`src/mse_pkg.sv`:
```
// Shared types and constants for the magstripe F2F track encoder.
package mse_pkg;

  localparam int TRACK1_BITS = 7;
  localparam int TRACK2_BITS = 5;

  localparam int CODE_W  = 7;
  localparam int COUNT_W = 5;
  localparam int LRC_W   = 7;
  localparam int ADDR_W  = 4;
  localparam int DATA_W  = 32;

  typedef enum logic [1:0] {
    FUNC_CHAR  = 2'd0,
    FUNC_START = 2'd1,
    FUNC_END   = 2'd2
  } func_e;

  typedef enum logic [1:0] {
    REG_TRACK_MODE = 2'd0,
    REG_LRC_VALUE  = 2'd1,
    REG_LEAD_ZERO  = 2'd2,
    REG_TRAIL_ZERO = 2'd3
  } reg_idx_e;

  typedef struct packed {
    logic               track_mode;
    logic [LRC_W-1:0]   lrc_value;
    logic [COUNT_W-1:0] lead_zero_count;
    logic [COUNT_W-1:0] trail_zero_count;
  } cfg_t;

  typedef struct packed {
    logic first_half;
    logic second_half;
    logic last;
  } cell_t;

endpackage

```
`src/mse_cfg_regs.sv`:
```
// APB configuration registers of the magstripe encoder.
module mse_cfg_regs (
  input  logic                       clk_i,
  input  logic                       rst_ni,
  input  logic                       psel,
  input  logic                       penable,
  input  logic                       pwrite,
  input  logic [mse_pkg::ADDR_W-1:0] paddr,
  input  logic [mse_pkg::DATA_W-1:0] pwdata,
  output logic [mse_pkg::DATA_W-1:0] prdata,
  output logic                       pready,
  output mse_pkg::cfg_t              cfg_o
);
  import mse_pkg::*;

  cfg_t     cfg_q, cfg_d;
  reg_idx_e idx;
  logic     wr_en;

  assign idx    = reg_idx_e'(paddr[3:2]);
  assign wr_en  = psel && penable && pwrite;
  assign pready = 1'b1;
  assign cfg_o  = cfg_q;

  always_comb begin
    cfg_d = cfg_q;
    if (wr_en) begin
      unique case (idx)
        REG_TRACK_MODE: cfg_d.track_mode       = pwdata[0];
        REG_LRC_VALUE:  cfg_d.lrc_value        = pwdata[LRC_W-1:0];
        REG_LEAD_ZERO:  cfg_d.lead_zero_count  = pwdata[COUNT_W-1:0];
        REG_TRAIL_ZERO: cfg_d.trail_zero_count = pwdata[COUNT_W-1:0];
        default:        cfg_d = cfg_q;
      endcase
    end
  end

  always_comb begin
    unique case (idx)
      REG_TRACK_MODE: prdata = DATA_W'(cfg_q.track_mode);
      REG_LRC_VALUE:  prdata = DATA_W'(cfg_q.lrc_value);
      REG_LEAD_ZERO:  prdata = DATA_W'(cfg_q.lead_zero_count);
      REG_TRAIL_ZERO: prdata = DATA_W'(cfg_q.trail_zero_count);
      default:        prdata = '0;
    endcase
  end

  always_ff @(posedge clk_i or negedge rst_ni) begin
    if (!rst_ni) begin
      cfg_q.track_mode       <= 1'b0;
      cfg_q.lrc_value        <= '0;
      cfg_q.lead_zero_count  <= COUNT_W'(25);
      cfg_q.trail_zero_count <= COUNT_W'(25);
    end else begin
      cfg_q <= cfg_d;
    end
  end

endmodule

```
`src/mse_cell_gen.sv`:
```
// Item register and bit-cell serializer with line level and LRC tracking.
module mse_cell_gen (
  input  logic                       clk_i,
  input  logic                       rst_ni,
  input  mse_pkg::cfg_t              cfg_i,
  input  logic                       in_valid_i,
  output logic                       in_ready_o,
  input  logic [1:0]                 func_i,
  input  logic [mse_pkg::CODE_W-1:0] char_code_i,
  output logic                       cell_valid_o,
  input  logic                       cell_ready_i,
  output mse_pkg::cell_t             cell_o
);
  import mse_pkg::*;

  logic               act_q, act_d;
  logic [CODE_W-1:0]  code_q, code_d;
  logic [COUNT_W-1:0] cnt_q, cnt_d;
  logic               level_q, level_d;
  logic               lrc_q, lrc_d;

  logic               fire, load;
  logic [COUNT_W-1:0] load_cnt;
  logic [CODE_W-1:0]  load_code;
  logic               load_lrc;
  logic               load_clr_level;

  assign cell_valid_o       = act_q;
  assign cell_o.first_half  = level_q;
  assign cell_o.second_half = level_q ^ code_q[0];
  assign cell_o.last        = (cnt_q == COUNT_W'(1));

  assign fire       = act_q && cell_ready_i;
  assign in_ready_o = !act_q || (fire && cell_o.last);
  assign load       = in_valid_i && in_ready_o;

  always_comb begin
    load_cnt       = '0;
    load_code      = '0;
    load_lrc       = lrc_q;
    load_clr_level = 1'b0;
    unique case (func_e'(func_i))
      FUNC_START: begin
        load_cnt       = cfg_i.lead_zero_count;
        load_lrc       = 1'b0;
        load_clr_level = 1'b1;
      end
      FUNC_END: begin
        load_cnt = cfg_i.trail_zero_count;
        load_lrc = 1'b0;
      end
      FUNC_CHAR: begin
        load_code = char_code_i;
        if (cfg_i.track_mode) begin
          load_cnt = COUNT_W'(TRACK2_BITS);
        end else if (!lrc_q) begin
          load_cnt = COUNT_W'(TRACK1_BITS);
          load_lrc = (char_code_i == cfg_i.lrc_value);
        end
      end
      default: begin
        load_cnt = '0;
      end
    endcase
  end

  always_comb begin
    act_d   = act_q;
    code_d  = code_q;
    cnt_d   = cnt_q;
    level_d = level_q;
    lrc_d   = lrc_q;
    if (fire) begin
      level_d = ~cell_o.second_half;
      code_d  = code_q >> 1;
      cnt_d   = cnt_q - COUNT_W'(1);
      act_d   = !cell_o.last;
    end
    if (load) begin
      act_d  = (load_cnt != '0);
      code_d = load_code;
      cnt_d  = load_cnt;
      lrc_d  = load_lrc;
      if (load_clr_level) begin
        level_d = 1'b0;
      end
    end
  end

  always_ff @(posedge clk_i or negedge rst_ni) begin
    if (!rst_ni) begin
      act_q   <= 1'b0;
      level_q <= 1'b0;
      lrc_q   <= 1'b0;
    end else begin
      act_q   <= act_d;
      level_q <= level_d;
      lrc_q   <= lrc_d;
    end
  end

  always_ff @(posedge clk_i) begin
    code_q <= code_d;
    cnt_q  <= cnt_d;
  end

endmodule

```
`src/mse_out_reg.sv`:
```
// Output register for bit cells.
module mse_out_reg (
  input  logic           clk_i,
  input  logic           rst_ni,
  input  logic           cell_valid_i,
  output logic           cell_ready_o,
  input  mse_pkg::cell_t cell_i,
  output logic           out_valid_o,
  input  logic           out_ready_i,
  output mse_pkg::cell_t cell_o
);
  import mse_pkg::*;

  logic  valid_q, valid_d;
  cell_t cell_q, cell_d;

  assign cell_ready_o = !valid_q || out_ready_i;
  assign out_valid_o  = valid_q;
  assign cell_o       = cell_q;

  always_comb begin
    valid_d = valid_q;
    cell_d  = cell_q;
    if (cell_ready_o) begin
      valid_d = cell_valid_i;
      cell_d  = cell_i;
    end
  end

  always_ff @(posedge clk_i or negedge rst_ni) begin
    if (!rst_ni) begin
      valid_q <= 1'b0;
    end else begin
      valid_q <= valid_d;
    end
  end

  always_ff @(posedge clk_i) begin
    cell_q <= cell_d;
  end

endmodule

```
`src/magstripe_f2f_track_encoder.sv`:
```
// Top level of the magstripe F2F (Aiken biphase) track encoder.
// Each item is a start frame, a character or an end frame; it yields one bit
// cell per cycle unless the output stalls, through a registered output: 7 for a
// track-one character up to the LRC, 5 for track two, the lead or trail zero
// count for start and end, as the serializer's cell counter sets. The next item
// is taken in the cycle its predecessor's last cell leaves the serializer, or
// at once after an empty item. Registers lie at byte addresses 0, 4, 8, 12.
module magstripe_f2f_track_encoder (
  input  logic                       clk_i,
  input  logic                       rst_ni,
  input  logic                       psel,
  input  logic                       penable,
  input  logic                       pwrite,
  input  logic [mse_pkg::ADDR_W-1:0] paddr,
  input  logic [mse_pkg::DATA_W-1:0] pwdata,
  output logic [mse_pkg::DATA_W-1:0] prdata,
  output logic                       pready,
  input  logic                       in_valid_i,
  output logic                       in_ready_o,
  input  logic [1:0]                 func_i,
  input  logic [mse_pkg::CODE_W-1:0] char_code_i,
  output logic                       out_valid_o,
  input  logic                       out_ready_i,
  output logic                       first_half_o,
  output logic                       second_half_o,
  output logic                       last_o
);
  import mse_pkg::*;

  cfg_t  cfg;
  cell_t gen_cell, out_cell;
  logic  cell_valid, cell_ready;

  mse_cfg_regs u_cfg (
    .clk_i  (clk_i),
    .rst_ni (rst_ni),
    .psel   (psel),
    .penable(penable),
    .pwrite (pwrite),
    .paddr  (paddr),
    .pwdata (pwdata),
    .prdata (prdata),
    .pready (pready),
    .cfg_o  (cfg)
  );

  mse_cell_gen u_gen (
    .clk_i       (clk_i),
    .rst_ni      (rst_ni),
    .cfg_i       (cfg),
    .in_valid_i  (in_valid_i),
    .in_ready_o  (in_ready_o),
    .func_i      (func_i),
    .char_code_i (char_code_i),
    .cell_valid_o(cell_valid),
    .cell_ready_i(cell_ready),
    .cell_o      (gen_cell)
  );

  mse_out_reg u_out (
    .clk_i       (clk_i),
    .rst_ni      (rst_ni),
    .cell_valid_i(cell_valid),
    .cell_ready_o(cell_ready),
    .cell_i      (gen_cell),
    .out_valid_o (out_valid_o),
    .out_ready_i (out_ready_i),
    .cell_o      (out_cell)
  );

  assign first_half_o  = out_cell.first_half;
  assign second_half_o = out_cell.second_half;
  assign last_o        = out_cell.last;

  a_cell_hold: assert property (@(posedge clk_i) disable iff (!rst_ni)
    cell_valid && !cell_ready |=> cell_valid)
    else $error("serializer dropped a pending cell");

  a_busy_mid_item: assert property (@(posedge clk_i) disable iff (!rst_ni)
    cell_valid && cell_ready && !gen_cell.last |=> cell_valid && (!in_ready_o || gen_cell.last))
    else $error("new item accepted before the current one finished");

  a_ready_on_last: assert property (@(posedge clk_i) disable iff (!rst_ni)
    cell_valid && cell_ready && gen_cell.last |-> in_ready_o)
    else $error("input not ready when last cell leaves");

  a_level_flip: assert property (@(posedge clk_i) disable iff (!rst_ni)
    cell_valid && cell_ready && !gen_cell.last |=>
      gen_cell.first_half != $past(gen_cell.second_half))
    else $error("missing transition at cell boundary");

endmodule

```
`config.mk`:
```
export PLATFORM = sky130hd
export DESIGN_NAME = magstripe_f2f_track_encoder
export DESIGN_NICKNAME = d
export VERILOG_FILES = /design/src/mse_pkg.sv /design/src/mse_cfg_regs.sv /design/src/mse_cell_gen.sv /design/src/mse_out_reg.sv /design/src/magstripe_f2f_track_encoder.sv
export SDC_FILE = /design/constraint.sdc
export NUM_CORES = 1
export LEC_CHECK = 0
export BUFFER_PORTS_ARGS = -buffer_cell sky130_fd_sc_hd__buf_2
export CAP_MARGIN = 0
export CORE_AREA = 2 2 71 73
export DETAILED_ROUTE_END_ITERATION = 10
export DIE_AREA = 0 0 73 75
export PLACE_DENSITY = 0.78
export SLEW_MARGIN = 20
export SYNTH_ARGS = -nofsm -noshare
export SYNTH_HDL_FRONTEND = slang
export SYNTH_SLANG_ARGS = --single-unit
```
`constraint.sdc`:
```
create_clock -name clk_i -period 1.8 [get_ports clk_i]
set_input_delay 0.09 -clock clk_i [delete_from_list [all_inputs] [get_ports clk_i]]
set_output_delay 0.09 -clock clk_i [all_outputs]
set_load 0.05 [all_outputs]
```
==> implementation parameters, run 1 <==
Parameter                              Value

Cells and area
  Layout overhead on the synthesized area ... 15.5%
  Post-route core utilization ... 54.1%
  Number of nets in the layout ... 294
  Layout cells sized above 1 ... 38.4%
  N_diodes ... 0
  Non-filler instance count after layout ... 291

Timing
  Min Tclk post-route ... 1.76 ns
  Slew Viols, Final ... 0
  Worst-case setup margin in the final layout ... 0.0447 ns
  RSZ-0062 raised after global routing ... true
  Fraction of the cycle the final worst path needs ... 97.5%
  Worst-margin pin slew ... ~0.52 ns
  Total of endpoints with negative setup slack in the final report ... 0
  Hold violation count in the final report ... 0
  Maximum frequency from static timing analysis ... 570 MHz
  Fin Clk Skew ... roughly 0.0056 ns
  Relative slew margins ... 65.0%

Critical path
  CP Data Required Time ... 1.95 ns
  Worst Setup Start Kind ... flop
  Slowest CP cell ... edfxtp_1
  CP cell instances ... inv_2 > ha_4 > nor4b_4 > a31oi_4 > buf_6 > a211o_2 > o21ai_2
  Capturing element type of the critical path ... flop
  Delay of the slowest critical-path stage ... roughly 0.4 ns
  Largest delay contributor family on the critical path ... compound AO/OA/AOI/OAI gates
  Critical path data arrival time ... 1.91 ns
  Crit Path Class ... flop to flop
  CP Max Fanout ... 5
  Bufs and invs on worst path ... 2

Global routing
  Aggregate global routing overflow ... 0
  Number of global-route vias before repair ... 1349
  Total global routing track utilization ... 15.6%
  Global-route wire length before repair ... 6330 µm
  Number of antenna violations at the first check in global routing ... 0
  Maximum number of pins on one net before global-route repair ... 23

Floorplanning
  DIE HEIGHT ... about 75 µm
  Number of top-level pins ... 90
  Die Span X ... 73 µm
  Row count ... 25
  Floorplan Core Area ... 0.00466 mm²
  Initial Util ... 46.8%
  Die area ... 0.00548 mm²

Routing
  Total wirelength of the detailed-routed design ... 4020 µm
  Number of nets still failing antenna checks after routing ... 0
  DR vias ... 1469
  DRC Markers ... 0
  Initial detailed-routing violation count ... 50
  Wire length per cell after detailed routing ... 13.8 µm
  Pre-antenna DRT Iters ... 4
  Via/cell ratio ... 5.05

Logic synthesis
  Share of flip-flops with an asynchronous set or reset after synthesis ... 59.5%
  Seq/Total Area, Yosys ... 46.2%
  Synthesized netlist cell count ... slightly below 200
  Average footprint of a synthesized cell ... around 11 µm²
  Unique masters post-synth ... 45
  Number of enable flip-flop cells after synthesis ... 15
  Most common flop cell mapped by yosys ... dfrtp_1
  Synthesis Warnings ... 0
  Post-synthesis instance area ... 0.00218 mm²
  Flip-flop and latch count after synthesis ... 37

Power and ir drop
  Leakage power ... 0.00114 µW
  Cell area power density ... 1400 mW/mm²
  Largest voltage drop on the vdd net ... 0.000767 V

Hold path
  Class of the tightest hold or removal check ... input port to flop

Placed design
  Count of port buffers added during placement ... 36
  RePlAce Congestion ... 0.762
  Number of instances in the placed design ... roughly 280
  Minimum setup slack after placement ... 0.00430 ns
  HPWL Detailed ... 3100 µm

CTS
  CTS Sinks ... 37
  Clock insertion delay at the later pin of the skew report ... 0.29 ns
  Root Buffer Master ... clkbuf_8
  Maximum level of the CTS H-tree ... 2
  CTS tree ... done
  Clk pin slew, worst setup/hold paths ... approximately 0.070 ns
  Maximum count of clock buffers along a single path ... 2
  TritonCTS buffer count ... 5

Flow run
  Count of max-cap constraint violations ... 0

Outcome
  Status ... complete, no violations
==> power breakdown <==
group / switching [µW] / leakage [µW] / internal [µW] / total, µW
Sequential: 209 / 0.000404 / 1290 / 1500
Combinational: 805 / 0.000685 / 530 / 1340
Clock: 283 / 0.0000528 / 409 / 692
Total: 1300 / 0.00114 / 2230 / 3520
==> cells in the mapped netlist, types with 3 or more instances <==
master / number / area, µm²
a22o_1: 4 / 35.0
a22oi_1: 3 / 22.5
buf_2: 3 / 15.0
buf_4: 26 / 195
dfrtp_1: 16 / 400
dfstp_2: 6 / 158
edfxtp_1: 15 / 450
ha_1: 6 / 75.1
inv_1: 7 / 26.3
mux2_2: 22 / 248
nand2_1: 18 / 67.6
nand2b_1: 3 / 18.8
nand3_1: 7 / 35.0
nor2_1: 3 / 11.3
o21ai_0: 7 / 35.0
xnor2_1: 3 / 26.3
xor2_1: 9 / 78.8
==> worst register-to-register path: stages (launching register included) <==
cell,delay (ns)
edfxtp_1,0.40
inv_2,0.09
ha_4,0.11
nor4b_4,0.37
a31oi_4,0.17
buf_6,0.15
a211o_2,0.28
o21ai_2,0.06
==> routing by layer <==
layer | up-vias | part of all wire, % | wire length (µm) | track usage, %
li1 | 717 | - | - | -
met1 | 697 | 44 | 1760 | 18.4
met2 | 49 | 51 | 2030 | 26.9
met3 | 6 | 4.5 | 179 | 5.35
met4 | 0 | 1.0 | 40 | 4.94
met5 | - | 0 | 0 | 0
==> layout by cell type, fill, tap and decap left out, types with 2 or more instances in the layout <==
master,n
buf_6,2
ha_1,5
nand4_1,2
conb_1,26
a22o_1,4
inv_1,6
xnor2_1,3
nor3_1,2
buf_4,5
nand3_1,7
mux2_2,22
edfxtp_1,15
buf_2,35
nand2_1,17
clkbuf_8,5
nor2_1,3
xor2_1,9
or3_4,2
and3_1,2
a22oi_1,3
and2_1,2
o21ai_2,2
nand2b_1,3
o21ai_0,4
or3_1,2
dfstp_2,6
dfrtp_1,16
==> area by class of cell <==
| cell class | instances | area (µm²) |
|---|---|---|
| inverters | 7 | 26.3 |
| fillers | 388 | 2140 |
| multi-input cells | 141 | 1050 |
| clock inverters | 2 | 33.8 |
| well taps | 54 | 67.6 |
| flip-flops and latches | 37 | 1010 |
| clock buffers | 6 | 72.6 |
| repair buffers | 44 | 260 |
==> final timing paths <==
| kind | startpoint | endpoint | depth (start not counted) | slack (ns) |
|---|---|---|---|---|
| max | u_gen.cnt_q[1] | u_gen.cnt_q[0] | 7 | 0.04 |
| max reg2reg | u_gen.cnt_q[1] | u_gen.cnt_q[0] | 7 | 0.04 |
| min reg2reg | u_gen.code_q[1] | u_gen.code_q[0] | 2 | 0.51 |
| min in group asynchronous | rst_ni | u_cfg.cfg_o[11] | 2 | 0.30 |
| min | pwdata[6] | u_cfg.cfg_o[16] | 2 | 0.03 |
| max in group asynchronous | rst_ni | u_cfg.cfg_o[8] | 2 | 1.13 |
==> through the flow <==
stage          TNS, ns  power (µW)  cell area (µm²)  hold slack, ns
2_1_floorplan        0        2450             2270          -0.206
5_1_grt         -0.310        3730             2520          0.0207
6_report             0        3520             2520          0.0304
4_1_cts              0        3420             2450          0.0266
3_3_place_gp         0        2670             2320          0.0843
3_5_place_dp         0        2710             2320          0.0822
==> state kept, by name (all words and copies together) (netlist names) <==
register,count
u_cfg.cfg_o,18
u_gen.code_q,7
u_gen.cnt_q,5
u_out.cell_o,3
u_gen.cell_valid_o,1
u_gen.level_q,1
u_gen.lrc_q,1
u_out.out_valid_o,1
==> kinds of logic after synthesis <==
logic type                 count (synthesis)  share of synthesized area [%]
and+or+nand+nor                           50                           12.7
muxes                                     23                           12.4
adders and majority gates                  6                           3.44
DFF                                       37                           46.2
xor gates and xnor gates                  12                           4.81
other                                      2                          0.344
AOI/OAI and AO/OA                         24                           8.31
buffers and inverters                     40                           11.9
==> repair_timing <==
item                       CTS  global route
hold buffers                 1             0
gates resized for setup      1            18
hold endpoints to repair    16             0
pin swaps                    1             5
setup endpoints to repair    1             7
setup buffers                1             2
Note: power is estimated with default switching activity, not from simulation.
==> inputs of run 2 (changes only) <==
--- a/config.mk
+++ b/config.mk
@@ -11,6 +11,7 @@
 export DETAILED_ROUTE_END_ITERATION = 10
 export DIE_AREA = 0 0 73 75
 export PLACE_DENSITY = 0.78
+export REMOVE_ABC_BUFFERS = 1
 export SLEW_MARGIN = 20
 export SYNTH_ARGS = -nofsm -noshare
 export SYNTH_HDL_FRONTEND = slang
==> run 2 against run 1 <==
Effect of this change: wire length shrank 2.7%; worst hold slack gained 0.0021 ns; setup slack gained 0.033 ns; clock power shrank 14%; cell count shrank 0.34%; sequential power is essentially flat; die area is the same; largest cell class unchanged; largest power group unchanged; highest routed layer unchanged.
==> implementation parameters, run 2 (same netlist as run 1, synthesis figures left out) <==
Parameter                              Value

Floorplanning
  Number of top-level pins ... 90 (unchanged)
  Die area ... 0.00548 mm² (unchanged)
  Die Span X ... 73 µm (unchanged)
  Row count ... 25 (unchanged)
  DIE HEIGHT ... 75 µm (unchanged)
  Floorplan Core Area ... 0.00466 mm² (unchanged)
  Initial Util ... 46.8% (unchanged)

CTS
  TritonCTS buffer count ... 5 (unchanged)
  Clock insertion delay at the later pin of the skew report ... 0.29 ns (about the same)
  Maximum level of the CTS H-tree ... 2 (unchanged)
  Maximum count of clock buffers along a single path ... 2 (unchanged)
  CTS tree ... done
  CTS Sinks ... 37 (unchanged)
  Clk pin slew, worst setup/hold paths ... 0.07 ns (about the same)
  Root Buffer Master ... clkbuf_8

Critical path
  Worst r2r src ... u_gen.cnt_q[1]
  Critical path data arrival time ... 1.87 ns (-0.04 ns)
  Crit Path Class ... flop to flop
  Worst Setup Start Kind ... flop
  Reg-to-reg endpoint ... u_gen.cnt_q[0]
  CP Max Fanout ... 8 (+3)
  Capturing element type of the critical path ... flop
  CP Data Required Time ... 1.94 ns (about the same)
  Number of cells traversed by the worst register-to-register path ... 8 (+1)
  Minimum setup slack among reg-to-reg paths ... 0.08 ns (+0.03 ns)

Timing
  Total of endpoints with negative setup slack in the final report ... 0 (unchanged)
  Min Tclk post-route ... 1.72 ns (-0.0325 ns)
  RSZ-0062 raised after global routing ... true
  Fin Clk Skew ... 0.00432 ns (-0.00131 ns)
  Slew Viols, Final ... 0 (unchanged)
  Worst-margin pin slew ... 0.603 ns (+0.0809 ns)
  Fraction of the cycle the final worst path needs ... 95.7% (-1.8 points)
  Worst-case setup margin in the final layout ... 0.0772 ns (+0.0325 ns)
  Hold violation count in the final report ... 0 (unchanged)
  Relative slew margins ... 59.6% (-5.4 points)
  Maximum frequency from static timing analysis ... 580 MHz (+1.9%)

Routing
  Pre-antenna DRT Iters ... 4 (unchanged)
  DR vias ... 1477 (+0.54%)
  Via/cell ratio ... 5.09 (+0.89%)
  DRC Markers ... 0 (unchanged)
  Initial detailed-routing violation count ... 57 (+14%)
  Wire length per cell after detailed routing ... 13.5 µm (-2.4%)
  Number of nets still failing antenna checks after routing ... 0 (unchanged)
  Total wirelength of the detailed-routed design ... 3910 µm (-2.7%)

Outcome
  Status ... complete, no violations

Power and ir drop
  Clock group share of total power ... 17.8% (-1.8 points)
  Total power draw ... 3350 µW (-4.9%)
  Net Switching ... 1270 µW (-2.3%)
  Cell area power density ... 1360 mW/mm² (-3.0%)
  Sequential fraction of design power ... 44.8% (+2.3 points)
  Switching share of power ... 37.9% (+1.0 points)
  Combinational fraction of design power ... 37.5% (-0.4 points)
  Leakage power ... 0.00113 µW (-1.5%)
  Internal ... 2080 µW (-6.5%)
  Largest voltage drop on the vdd net ... 0.000589 V (-23%)

Cells and area
  Fillers ... 415 (+7.0%)
  Layout cells sized above 1 ... 36.9% (-1.5 points)
  N_diodes ... 0 (unchanged)
  Layout overhead on the synthesized area ... 13.2%
  Most common cell after layout, fill and taps aside ... buf_2
  Most used cells in the layout excluding fill and tap cells ... 35 x buf_2, 26 x conb_1, 22 x mux2_2
  Number of nets in the layout ... 293 (-0.34%)
  Max FFs per register ... 18 (unchanged)

Hold path
  Worst Hold Path Cells ... 2 (unchanged)
  Hold endpoint ... u_cfg.cfg_o[15]
  Class of the tightest hold or removal check ... input port to flop
  Hold wc startpoint ... pwdata[5]

Flow run
  Count of max-cap constraint violations ... 0 (unchanged)

Global routing
  Total global routing track utilization ... 15.1% (-0.52 points)
  Number of antenna violations at the first check in global routing ... 0 (unchanged)
  Maximum number of pins on one net before global-route repair ... 23 (unchanged)
  Aggregate global routing overflow ... 0 (unchanged)
  Number of global-route vias before repair ... 1367 (+1.3%)
  Global-route wire length before repair ... 6270 µm (-0.98%)

Placed design
  Minimum setup slack after placement ... 0.0879 ns (+0.0836 ns)
  HPWL Detailed ... 3010 µm (-2.8%)
  RePlAce Congestion ... 0.879 (+15%)
  Count of port buffers added during placement ... 36 (unchanged)
run 2: cell count changes in the layout (fill, tap and decap cells not counted):
cell	delta
clkinv_1	-1
o21ai_0	+1
o21ai_2	-2
clkbuf_1	+1
bufinv_16	-1
o21ai_1	+1
ha_4	-1
ha_1	+1
clkbuf_8	+1
buf_8	-1
run 2: power by group through the flow:
stage / sequential (µW) / clock [µW] / combinational [µW]
6_report: 1500 / 596 / 1260
3_5_place_dp: 1520 / 0 / 1190
4_1_cts: 1500 / 600 / 1200
3_3_place_gp: 1510 / 0 / 1160
5_1_grt: 1540 / 640 / 1370
2_1_floorplan: 1570 / 0 / 817
run 2: worst max-delay path by stage:
| stage | from | endpoint | slack [ns] | cells after the start |
|---|---|---|---|---|
| finish | u_gen.cnt_q[1] | u_gen.cnt_q[0] | 0.08 | 8 |
| global route | u_gen.cnt_q[1] | u_gen.cnt_q[0] | -0.03 | 8 |
| CTS | u_gen.cnt_q[1] | in_ready_o | 0.02 | 7 |
| detailed placement | u_gen.cnt_q[1] | u_gen.cnt_q[2] | 0.09 | 6 |
| global placement | u_gen.cnt_q[1] | u_gen.cnt_q[4] | 0.11 | 6 |
| floorplan | u_out.out_valid_o | u_gen.cnt_q[4] | -0.02 | 4 |
run 2: area by class of cell:
| class | count | area (µm²) | area share (%) |
|---|---|---|---|
| multi-input cells | 141 | 1030 | 41.8 |
| flip-flops and latches | 37 | 1010 | 40.8 |
| repair buffers | 43 | 245 | 9.92 |
| clock buffers | 8 | 90.1 | 3.65 |
| well taps | 54 | 67.6 | 2.73 |
| inverters | 7 | 26.3 | 1.06 |
run 2: worst max-delay path, stage by stage, from the launching register on:
cell,delay [ns]
edfxtp_1,0.41
inv_2,0.07
ha_1,0.14
nor4b_4,0.21
buf_4,0.16
a31oi_4,0.09
buf_6,0.16
a211o_2,0.26
o21ai_1,0.08
run 2: routing by layer:
layer / wire length (µm) / vias up / GRT usage [%]
met2: 1980 / 54 / 26.2
met5: 0 / - / 0
met4: 58 / 0 / 6.17
li1: - / 715 / -
met1: 1690 / 701 / 18.5
met3: 188 / 7 / 2.95
run 2: what timing repair did:
action / 4_1_cts / 5_1_grt
hold buffers: 1 / 0
gates cloned: 0 / 0
setup buffers: 0 / 2
resized for setup: 1 / 10
endpoints found under the hold margin: 16 / 0
pin swaps: 0 / 1
setup endpoints to repair: 1 / 14
run 2: stage by stage:
step	instance area (µm²)	hold slack (ns)	std cells	setup TNS [ns]	utilization [%]
2_1_floorplan	2040	-0.206	185	-0.0368	-
3_3_place_gp	2320	0.0747	279	0	49.7
3_5_place_dp	2320	0.0768	279	0	49.7
4_1_cts	2420	0.0297	288	0	51.9
5_1_grt	2470	0.0261	290	-0.0362	53.0
6_report	2470	0.0324	290	0	53.0
==> inputs of run 3 (changes only) <==
--- a/config.mk
+++ b/config.mk
@@ -6,10 +6,10 @@
 export NUM_CORES = 1
 export LEC_CHECK = 0
 export BUFFER_PORTS_ARGS = -buffer_cell sky130_fd_sc_hd__buf_2
-export CAP_MARGIN = 0
 export CORE_AREA = 2 2 71 73
 export DETAILED_ROUTE_END_ITERATION = 10
 export DIE_AREA = 0 0 73 75
+export GPL_TIMING_DRIVEN = 0
 export PLACE_DENSITY = 0.78
 export REMOVE_ABC_BUFFERS = 1
 export SLEW_MARGIN = 20
==> run 3 against run 2 <==
Effect of this change: register-to-register slack improved by 0.02 ns; clock power increased by 26%; utilization decreased by 0.40 points; total power increased by 3.2%.
==> implementation parameters, run 3 (same netlist as run 1, synthesis figures left out) <==
Parameter                              Value

Cells and area
  N_diodes ... 0 (unchanged)
  Most used cells in the layout excluding fill and tap cells ... 35 x buf_2, 26 x conb_1, 22 x mux2_2
  Layout cells sized above 1 ... 35.8% (-1.1 points)
  Fillers ... 402 (-3.1%)
  Number of nets in the layout ... 289 (-1.4%)
  Final cell area excluding filler cells ... 0.00245 mm² (-0.76%)
  Layout overhead on the synthesized area ... 12.3%
  Max FFs per register ... 18 (unchanged)
  Most common cell after layout, fill and taps aside ... buf_2

Hold path
  Hold endpoint ... u_cfg.cfg_o[16]
  Class of the tightest hold or removal check ... input port to flop
  Worst Hold Path Cells ... 2 (unchanged)
  Hold wc startpoint ... pwdata[6]

Critical path
  Worst Setup Start Kind ... flop
  Reg-to-reg endpoint ... u_gen.code_q[6]
  Crit Path Class ... flop to flop
  CP cell instances ... ha_1 > nor4b_4 > buf_4 > a31o_2 > and3_1
  CP Data Required Time ... 1.85 ns (-0.09 ns)
  Bufs and invs on worst path ... 1 (-2)
  Number of cells traversed by the worst register-to-register path ... 5 (-3)
  Largest delay contributor family on the critical path ... flip-flops
  Minimum setup slack among reg-to-reg paths ... 0.09 ns (+0.02 ns)
  Delay of the slowest critical-path stage ... 0.43 ns (+0.02 ns)
  Capturing element type of the critical path ... flop
  Worst r2r src ... u_gen.cnt_q[0]
  CP Max Fanout ... 14 (+6)
  Worst setup startpoint ... u_gen.cnt_q[0]
  Slowest CP cell ... edfxtp_1
  Critical path data arrival time ... 1.76 ns (-0.11 ns)

Timing
  Worst-case setup margin in the final layout ... 0.0942 ns (+0.0170 ns)
  Relative slew margins ... 61.4% (+1.8 points)
  Total of endpoints with negative setup slack in the final report ... 0 (unchanged)
  RSZ-0062 raised after global routing ... false
  Hold violation count in the final report ... 0 (unchanged)
  Fin Clk Skew ... 0.0103 ns (+0.00599 ns)
  Maximum frequency from static timing analysis ... 586 MHz (+1.0%)
  Min Tclk post-route ... 1.71 ns (-0.0170 ns)
  Worst-margin pin slew ... 0.576 ns (-0.0263 ns)
  Slew Viols, Final ... 0 (unchanged)
  Fraction of the cycle the final worst path needs ... 94.8% (-0.94 points)

Floorplanning
  Die area ... 0.00548 mm² (unchanged)
  Die Span X ... 73 µm (unchanged)
  DIE HEIGHT ... 75 µm (unchanged)
  Initial Util ... 46.8% (unchanged)
  Floorplan Core Area ... 0.00466 mm² (unchanged)
  Row count ... 25 (unchanged)
  Number of top-level pins ... 90 (unchanged)

Routing
  Total wirelength of the detailed-routed design ... 3980 µm (+1.8%)
  Pre-antenna DRT Iters ... 4 (unchanged)
  Initial detailed-routing violation count ... 67 (+18%)
  DRC Markers ... 0 (unchanged)
  Wire length per cell after detailed routing ... 13.9 µm (+3.2%)
  DR vias ... 1469 (-0.54%)
  Number of nets still failing antenna checks after routing ... 0 (unchanged)
  Via/cell ratio ... 5.14 (+0.85%)

CTS
  CTS tree ... done
  Maximum count of clock buffers along a single path ... 2 (unchanged)
  Clock insertion delay at the later pin of the skew report ... 0.29 ns (about the same)
  TritonCTS buffer count ... 5 (unchanged)
  Clk pin slew, worst setup/hold paths ... 0.08 ns (about the same)
  CTS Sinks ... 37 (unchanged)
  Maximum level of the CTS H-tree ... 2 (unchanged)
  Root Buffer Master ... clkbuf_8

Power and ir drop
  Largest voltage drop on the vdd net ... 0.000857 V (+46%)
  Leakage power ... 0.00111 µW (-1.1%)
  Total power draw ... 3460 µW (+3.2%)
  Cell area power density ... 1410 mW/mm² (+4.0%)

Global routing
  Aggregate global routing overflow ... 0 (unchanged)
  Maximum number of pins on one net before global-route repair ... 23 (unchanged)
  Total global routing track utilization ... 16.1% (+0.97 points)
  Number of global-route vias before repair ... 1382 (+1.1%)
  Global-route wire length before repair ... 6570 µm (+4.7%)
  Number of antenna violations at the first check in global routing ... 0 (unchanged)

Outcome
  Status ... complete, no violations

Flow run
  Count of max-cap constraint violations ... 0 (unchanged)

Placed design
  Cell Area, Placed ... 0.00229 mm² (-1.3%)
  Minimum setup slack after placement ... -0.193 ns (-0.281 ns)
  HPWL Detailed ... 3110 µm (+3.4%)
  Count of port buffers added during placement ... 36 (unchanged)
  RePlAce Congestion ... 0.855 (-2.8%)
## run 3: changes by cell type in the layout (fill, tap and decap cells not counted), sizes merged
cell / delta
bufinv: +1
buf: -4
clkbuf: -1
## run 3: worst max path at each step
stage,end,slack (ns),cells past startpoint
finish,u_gen.code_q[6],0.09,5
global route,u_gen.cnt_q[1],0.002,7
CTS,u_gen.cnt_q[4],0.007,7
detailed placement,u_gen.cnt_q[4],-0.19,6
floorplan,u_gen.cnt_q[4],-0.02,4
global placement,u_gen.cnt_q[4],-0.12,6
## run 3: layout make-up
type                    instances  area [µm²]  share of cell area [%]
multi-input cells             141        1020                    41.7
clock inverters                 1        30.0                    1.22
inverters                       7        26.3                    1.07
well taps                      54        67.6                    2.76
repair buffers                 39         211                    8.62
clock buffers                   7        86.3                    3.52
flip-flops and latches         37        1010                    41.1
## run 3: metrics by stage
stage	std cells	util [%]	hold WS, ns	setup TNS [ns]
5_1_grt	286	52.6	0.0259	0
3_5_place_dp	275	49.1	0.0815	-0.488
4_1_cts	286	52.3	0.0218	0
3_3_place_gp	275	49.1	0.0821	-0.243
2_1_floorplan	185	-	-0.206	-0.0368
6_report	286	52.6	0.0222	0
## run 3: routing by layer
layer	GRT usage (%)	wire length [µm]	share of wire (%)	up-vias
li1	-	-	-	709
met1	19.7	1700	43	695
met2	25.7	1980	50	58
met3	5.22	232	5.8	7
met4	7.82	74	1.9	0
met5	0	0	0	-
## run 3: repair_timing
item | CTS | global route
cloned | 0 | 0
hold buffers | 1 | 0
setup endpoints to repair | 4 | 4
pin swaps | 1 | 1
buffers inserted | 2 | 0
hold endpoints to repair | 16 | 0
gates resized for setup | 1 | 8
## run 3: power by group
group	internal [µW]	total, µW	switching (µW)
combinational	440	1200	761
sequential	1290	1510	222
clock	452	748	296
